$ cat src/sv/lmlt_pkg.sv
// shared types and constants for the lcd mode and line timing block
package lmlt_pkg;

	// line timing constants
	localparam int unsigned CLOCK_W = 10;
	localparam logic [CLOCK_W-1:0] LINE_CYCLES = 10'd456;
	localparam logic [CLOCK_W-1:0] OAM_END     = 10'd80;
	localparam logic [CLOCK_W-1:0] XFER_END    = 10'd252;
	localparam logic [7:0]         VBLANK_LINE = 8'd144;
	localparam logic [7:0]         LAST_LINE   = 8'd153;

	// status mode codes
	typedef enum logic [1:0] {
		MODE_HBLANK = 2'd0,
		MODE_VBLANK = 2'd1,
		MODE_OAM    = 2'd2,
		MODE_XFER   = 2'd3
	} lcd_mode_t;

	// configuration register indexes
	typedef enum logic [2:0] {
		REG_DISPLAY_ENABLE    = 3'd0,
		REG_BACKGROUND_ENABLE = 3'd1,
		REG_SPRITE_ENABLE     = 3'd2,
		REG_HBLANK_IRQ_EN     = 3'd3,
		REG_VBLANK_STAT_IRQ_EN = 3'd4,
		REG_OAM_IRQ_EN        = 3'd5,
		REG_MATCH_IRQ_EN      = 3'd6,
		REG_LINE_COMPARE      = 3'd7
	} cfg_index_t;

	// configuration register contents
	typedef struct packed {
		logic       display_enable;
		logic       background_enable;
		logic       sprite_enable;
		logic       hblank_irq_enable;
		logic       vblank_stat_irq_enable;
		logic       oam_irq_enable;
		logic       match_irq_enable;
		logic [7:0] line_compare;
	} cfg_t;

	// one result beat
	typedef struct packed {
		lcd_mode_t  mode;
		logic [7:0] line;
		logic       coincidence;
		logic       vblank_irq;
		logic       stat_irq;
		logic       draw_request;
		logic       draw_background;
		logic       draw_sprites;
	} result_t;

endpackage

$ cat src/sv/lmlt_cfg.sv
// configuration register file for the lcd timing block
module lmlt_cfg import lmlt_pkg::*; (
	input  logic       clk,
	input  logic       arst_n,
	input  logic       wr_en,
	input  logic [2:0] wr_index,
	input  logic [7:0] wr_data,
	output cfg_t       cfg
);

	cfg_t cfg_q;

	// register writes, reset to the power-on control values
	always_ff @(posedge clk or negedge arst_n) begin
		if (!arst_n) begin
			cfg_q                        <= '0;
			cfg_q.display_enable         <= 1'b1;
			cfg_q.background_enable      <= 1'b1;
		end else if (wr_en) begin
			unique case (cfg_index_t'(wr_index))
				REG_DISPLAY_ENABLE:     cfg_q.display_enable         <= wr_data[0];
				REG_BACKGROUND_ENABLE:  cfg_q.background_enable      <= wr_data[0];
				REG_SPRITE_ENABLE:      cfg_q.sprite_enable          <= wr_data[0];
				REG_HBLANK_IRQ_EN:      cfg_q.hblank_irq_enable      <= wr_data[0];
				REG_VBLANK_STAT_IRQ_EN: cfg_q.vblank_stat_irq_enable <= wr_data[0];
				REG_OAM_IRQ_EN:         cfg_q.oam_irq_enable         <= wr_data[0];
				REG_MATCH_IRQ_EN:       cfg_q.match_irq_enable       <= wr_data[0];
				REG_LINE_COMPARE:       cfg_q.line_compare           <= wr_data;
				default:                cfg_q                        <= cfg_q;
			endcase
		end
	end

	assign cfg = cfg_q;

endmodule

$ cat src/sv/lmlt_timing.sv
// line clock, line counter and mode state with the per-beat step logic
module lmlt_timing import lmlt_pkg::*; (
	input  logic       clk,
	input  logic       arst_n,
	input  logic       step,
	input  logic [7:0] cycles,
	input  cfg_t       cfg,
	output result_t    res
);

	logic [CLOCK_W-1:0] clock_q, clock_d, clock_sum;
	logic [7:0]         line_q, line_d, line_inc;
	lcd_mode_t          mode_q, mode_d;
	logic               irq_en;
	logic               coin;

	// derive mode from pre-step state, then advance the line clock
	always_comb begin
		res       = '0;
		clock_d   = clock_q;
		line_d    = line_q;
		mode_d    = mode_q;
		irq_en    = 1'b0;
		coin      = 1'b0;
		clock_sum = clock_q + CLOCK_W'(cycles);
		line_inc  = line_q + 8'd1;
		if (!cfg.display_enable) begin
			clock_d  = '0;
			line_d   = '0;
			mode_d   = MODE_VBLANK;
			res.mode = MODE_VBLANK;
		end else begin
			if (line_q >= VBLANK_LINE) begin
				mode_d = MODE_VBLANK;
				irq_en = cfg.vblank_stat_irq_enable;
			end else if (clock_q <= OAM_END) begin
				mode_d = MODE_OAM;
				irq_en = cfg.oam_irq_enable;
			end else if (clock_q <= XFER_END) begin
				mode_d = MODE_XFER;
				irq_en = 1'b0;
			end else begin
				mode_d = MODE_HBLANK;
				irq_en = cfg.hblank_irq_enable;
			end
			coin         = (line_q == cfg.line_compare);
			res.mode     = mode_d;
			res.coincidence = coin;
			res.stat_irq = (irq_en && (mode_d != mode_q)) || (coin && cfg.match_irq_enable);
			// clock is cleared at end of line, excess dropped
			if (clock_sum >= LINE_CYCLES) begin
				clock_d = '0;
				if (line_inc == VBLANK_LINE) begin
					line_d         = line_inc;
					res.vblank_irq = 1'b1;
				end else if (line_inc > LAST_LINE) begin
					line_d           = '0;
					res.draw_request = 1'b1;
				end else begin
					line_d           = line_inc;
					res.draw_request = (line_inc < VBLANK_LINE);
				end
			end else begin
				clock_d = clock_sum;
			end
			res.draw_background = res.draw_request & cfg.background_enable;
			res.draw_sprites    = res.draw_request & cfg.sprite_enable;
		end
		res.line = line_d;
	end

	// state update once per processed beat
	always_ff @(posedge clk or negedge arst_n) begin
		if (!arst_n) begin
			clock_q <= '0;
			line_q  <= '0;
			mode_q  <= MODE_HBLANK;
		end else if (step) begin
			clock_q <= clock_d;
			line_q  <= line_d;
			mode_q  <= mode_d;
		end
	end

endmodule

$ cat src/sv/lcd_mode_and_line_timing.sv
// top level of the lcd mode and line timing block
// a beat passes through the input register and then the result register
// throughput: one beat per cycle unless out_ready stalls the output; the input
// and result registers hold one beat each; the step logic between them sets the rate
// reset: arst_n clears line clock, line and mode to zero and loads the control
// register defaults (display and background on, everything else off)
module lcd_mode_and_line_timing import lmlt_pkg::*; (
	input  logic       clk,
	input  logic       arst_n,
	input  logic       cfg_valid,
	output logic       cfg_ready,
	input  logic [2:0] cfg_index,
	input  logic [7:0] cfg_data,
	input  logic       in_valid,
	output logic       in_ready,
	input  logic [7:0] cycles,
	output logic       out_valid,
	input  logic       out_ready,
	output logic [1:0] mode,
	output logic [7:0] line,
	output logic       coincidence,
	output logic       vblank_irq,
	output logic       stat_irq,
	output logic       draw_request,
	output logic       draw_background,
	output logic       draw_sprites
);

	cfg_t       cfg;
	result_t    res;
	result_t    result_s2;
	logic       valid_s1, valid_s2;
	logic [7:0] cycles_s1;
	logic       out_free;
	logic       advance;

	assign cfg_ready = 1'b1;

	lmlt_cfg u_cfg (
		.clk      (clk),
		.arst_n   (arst_n),
		.wr_en    (cfg_valid),
		.wr_index (cfg_index),
		.wr_data  (cfg_data),
		.cfg      (cfg)
	);

	// handshake between input register and result register
	assign out_free = !valid_s2 || out_ready;
	assign advance  = valid_s1 && out_free;
	assign in_ready = !valid_s1 || out_free;

	lmlt_timing u_timing (
		.clk    (clk),
		.arst_n (arst_n),
		.step   (advance),
		.cycles (cycles_s1),
		.cfg    (cfg),
		.res    (res)
	);

	// input register
	always_ff @(posedge clk or negedge arst_n) begin
		if (!arst_n) begin
			valid_s1 <= 1'b0;
		end else if (in_ready) begin
			valid_s1 <= in_valid;
		end
	end

	always_ff @(posedge clk) begin
		if (in_valid && in_ready) begin
			cycles_s1 <= cycles;
		end
	end

	// result register
	always_ff @(posedge clk or negedge arst_n) begin
		if (!arst_n) begin
			valid_s2 <= 1'b0;
		end else if (out_free) begin
			valid_s2 <= valid_s1;
		end
	end

	always_ff @(posedge clk) begin
		if (advance) begin
			result_s2 <= res;
		end
	end

	assign out_valid       = valid_s2;
	assign mode            = result_s2.mode;
	assign line            = result_s2.line;
	assign coincidence     = result_s2.coincidence;
	assign vblank_irq      = result_s2.vblank_irq;
	assign stat_irq        = result_s2.stat_irq;
	assign draw_request    = result_s2.draw_request;
	assign draw_background = result_s2.draw_background;
	assign draw_sprites    = result_s2.draw_sprites;

endmodule

$ cat config.mk
export PLATFORM = sky130hd
export DESIGN_NAME = lcd_mode_and_line_timing
export DESIGN_NICKNAME = d
export VERILOG_FILES = /design/src/sv/lmlt_pkg.sv /design/src/sv/lmlt_cfg.sv /design/src/sv/lmlt_timing.sv /design/src/sv/lcd_mode_and_line_timing.sv
export SDC_FILE = /design/constraint.sdc
export NUM_CORES = 1
export LEC_CHECK = 0
export ABC_AREA = 0
export BUFFER_PORTS_ARGS = -buffer_cell sky130_fd_sc_hd__clkbuf_2
export CAP_MARGIN = 10
export CORE_UTILIZATION = 60
export CTS_BUF_LIST = sky130_fd_sc_hd__clkbuf_4
export CTS_CLUSTER_DIAMETER = 30
export DETAILED_ROUTE_END_ITERATION = 12
export PLACE_DENSITY = 0.93
export SLEW_MARGIN = 20
export SYNTH_ARGS = -nofsm -noshare
export SYNTH_HDL_FRONTEND = slang
export SYNTH_SLANG_ARGS = --single-unit
export TNS_END_PERCENT = 30
$ cat constraint.sdc
create_clock -name clk -period 7.76 [get_ports clk]
set_clock_uncertainty 0.05 [all_clocks]
set_input_delay 0.776 -clock clk [delete_from_list [all_inputs] [get_ports clk]]
set_output_delay 0.776 -clock clk [all_outputs]
set_load 0.02 [all_outputs]
==> impl_metrics.yaml <==
run_status:
  outcome: "complete, no violations"
worst_setup_path:
  cp-start-kind: "flop"
  cpMaxStageDelayCell: "o22ai_2"
  crit_required_ps: 7870
  crit_family: "compound AO/OA/AOI/OAI gates"
  cpPeakStageDelay_ps: 660
  path_buf_inv: 0
  cp.arrival_ps: 3620
  crit_chain: "ha_1 -> fa_1 -> a21oi_1 -> o211a_1 -> nor3_1 -> or4_4 -> o22ai_2 -> nor2_1 -> a211o_1"
  worstPathMaxFanout: 21
  path_class: "flop to flop"
  crit_path_end_kind: "flop"
clock_network:
  clkLatencyLatePin_ps: 410
  hold_buffers: 0
  post-cts-setup-buffers: 0
  cts_buffers: 9
  cts_sinks: 61
  path_clk_slew_ps: 110
  clk_path_buf_depth: 2
  cts_max_level: 3
  root_buffer: "clkbuf_4"
  cts-resized-gates: 0
  tritoncts: "done"
global_route:
  antenna_found_initial: 0
  grt_max_degree: 38
  grt_usage_pct: 26.07
  grt_pass1_wl_um: 12650
  grt.overflow.total: 0
  grt_pass1_vias: 2756
routing:
  detail-route-antenna-nets: 0
  wl_um: 7499
  drt_iter0_drc: 293
  drc_errors: 0
  num_vias: 2943
  wire_per_inst_um: 16.06
  first_pass_iters: 6
  viasPerCell: 6.302
logic_synthesis:
  async_reset_ff_share_pct: 60.66
  ys_ff_latch: 61
  synth_fp_nets: 396
  yosys.area.top_type: "dfrtp_1"
  synthCells: 361
  synth_edf_count: 24
  synth_warnings: 0
  synth_flop_cell: "dfrtp_1"
  avgSynthCellArea_um2: 9.968
  synth.area.top_cells: "dfrtp_1 (24%), edfxtp_1 (20%), mux2_2 (5.0%)"
  syn_area_um2: 3598
  synth_top_area_share_pct: 24.34
  synth.distinct_cells: 66
  ys_seq_area_share_pct: 45.83
sta:
  worstMarginPinSlew_ps: 1020
  totalNegativeSetupSlack_ps: 0
  finalSetupViolCount: 0
  slew_violations: 0
  finalCriticalPeriod_ps: 3517
  rsz0062_at_grt: "no"
  period_share_pct: 45.33
  hold_viol: 0
  max-slew-margin-rel_pct: 31.89
  fmax_mhz: 284.3
  holdWs_ps: 436.3
floorplan:
  rows: 27
  core_area_um2: 5642
  initial_core_util_pct: 63.78
  dieArea_um2: 6312
  ios: 43
  die_height_um: 79.45
  die_w_um: 79.45
layout:
  multi_input_area_um2: 1794
  fillers: 423
  final_common_cell: "nand2_1"
  final_cell_mix: "nand2_1 (44), clkbuf_2 (41), dfrtp_1 (35)"
  area_growth_pct: 8.519
  num_antenna_cells: 0
  seq_area_um2: 1649
  layout-drive-gt1-share_pct: 20.51
  nets: 425
hold_path:
  hp-class: "input pin to asynchronous set/reset pin"
power_and_ir_drop:
  p_leak_uw: 0.001605
  power.density_nw_per_um2: 297.4
  ir_drop_v: 0.0001465
placement:
  portBuffers: 41
  gp_congestion: 0.8898
  post-dp-hpwl_um: 5215
run:
  cap_violations: 0
per-layer routing:
| metal | vias to the layer above | part of all wire (%) | GRT usage [%] | wire, um |
|---|---|---|---|---|
| met1 | 1390 | 45 | 36.20 | 3365 |
| met3 | 14 | 7.7 | 5.714 | 577 |
| met4 | 0 | 1.8 | 10.73 | 134 |
| met5 | - | 0 | 0 | 0 |
| li1 | 1400 | - | - | - |
| met2 | 139 | 46 | 39.57 | 3421 |
final timing paths:
path,startpoint,end,slack [ps],depth (start not counted)
worst max register to register,u_timing.clock_q[0],line[2],4240,9
worst max-delay path,u_timing.clock_q[0],line[2],4240,9
worst min-delay path,arst_n,u_timing.line_q[3],440,1
max in group asynchronous,arst_n,u_cfg.cfg[12],6630,1
worst min register to register,u_cfg.cfg[12],u_cfg.cfg[12],450,1
min in group clk,u_cfg.cfg[12],u_cfg.cfg[12],450,1
layout make-up:
cell class | instances | area share (%)
Multi-Input combinational cell | 267 | 45.95
Timing Repair Buffer | 41 | 5.255
Clock inverter | 6 | 1.378
Clock buffer | 10 | 1.922
Inverter | 10 | 0.9612
Tap cell | 72 | 2.307
Sequential cell | 61 | 42.23
state kept, by name (all words and copies together) (netlist names):
name / count
draw_sprites: 1
out_valid: 1
draw_background: 1
u_timing.mode_q: 2
vblank_irq: 1
line: 8
draw_request: 1
u_timing.line_q: 8
u_cfg.cfg: 15
valid_s1: 1
stat_irq: 1
coincidence: 1
cycles_s1: 8
u_timing.clock_q: 10
mode: 2
worst reg2reg max path: cells and delay by family (launching register included):
| family | cells | cell delay (ps) |
|---|---|---|
| AO/OA/AOI/OAI | 4 | 1410 |
| AND/OR/NAND/NOR | 3 | 710 |
| adder cells (fa/ha/maj) | 2 | 670 |
| flip-flops | 1 | 420 |
per-stage QoR:
step	util, %	instance area [um2]	total power (uW)	cells	setup slack, ps
5_1_grt	69.22	3905	1233	467	4065
6_report	69.22	3905	1161	467	4243
4_1_cts	69.22	3905	1158	467	4280
3_5_place_dp	66.93	3776	942.7	451	4313
2_1_floorplan	-	3598	846.6	361	4857
3_3_place_gp	66.93	3776	921.1	451	4409
synth_stat cells, types with 4 or more instances:
cell type,count
o21a_1,5
nand2_1,44
o211ai_1,6
a21oi_1,13
dfrtp_1,35
or3_1,4
mux2_2,16
xor2_1,9
nand3_1,16
a21boi_0,4
edfxtp_1,24
buf_2,4
inv_1,10
xnor2_1,4
nor3b_1,6
and3_1,5
o22ai_1,4
o31ai_1,5
and2_1,5
ha_1,10
nand2b_1,5
nor2_1,17
nand4_1,9
nor3_1,8
clkbuf_1,14
o21ai_0,17
nor4b_1,4
report_power, final:
part	total, uW	internal, uW	leakage (uW)	switching [uW]
registers	496	408	0.000698	87.8
logic	449	192	0.000832	256
clock network	217	99.0	0.0000756	118
total	1160	700	0.00161	462
kinds of logic (layout without fill, tap and decap cells):
kind of cell | count (synthesis) | in the layout | synth area share, %
compound gates | 85 | 85 | 17.00
xor+xnor | 13 | 13 | 3.164
fa+ha+maj | 11 | 11 | 4.033
buf+inv | 33 | 67 | 4.312
flops | 61 | 61 | 45.83
mux | 16 | 16 | 5.007
other cells | 1 | 1 | 0.1042
simple gates | 141 | 141 | 20.55
No activity file was read; power rests on OpenSTA's default activity.
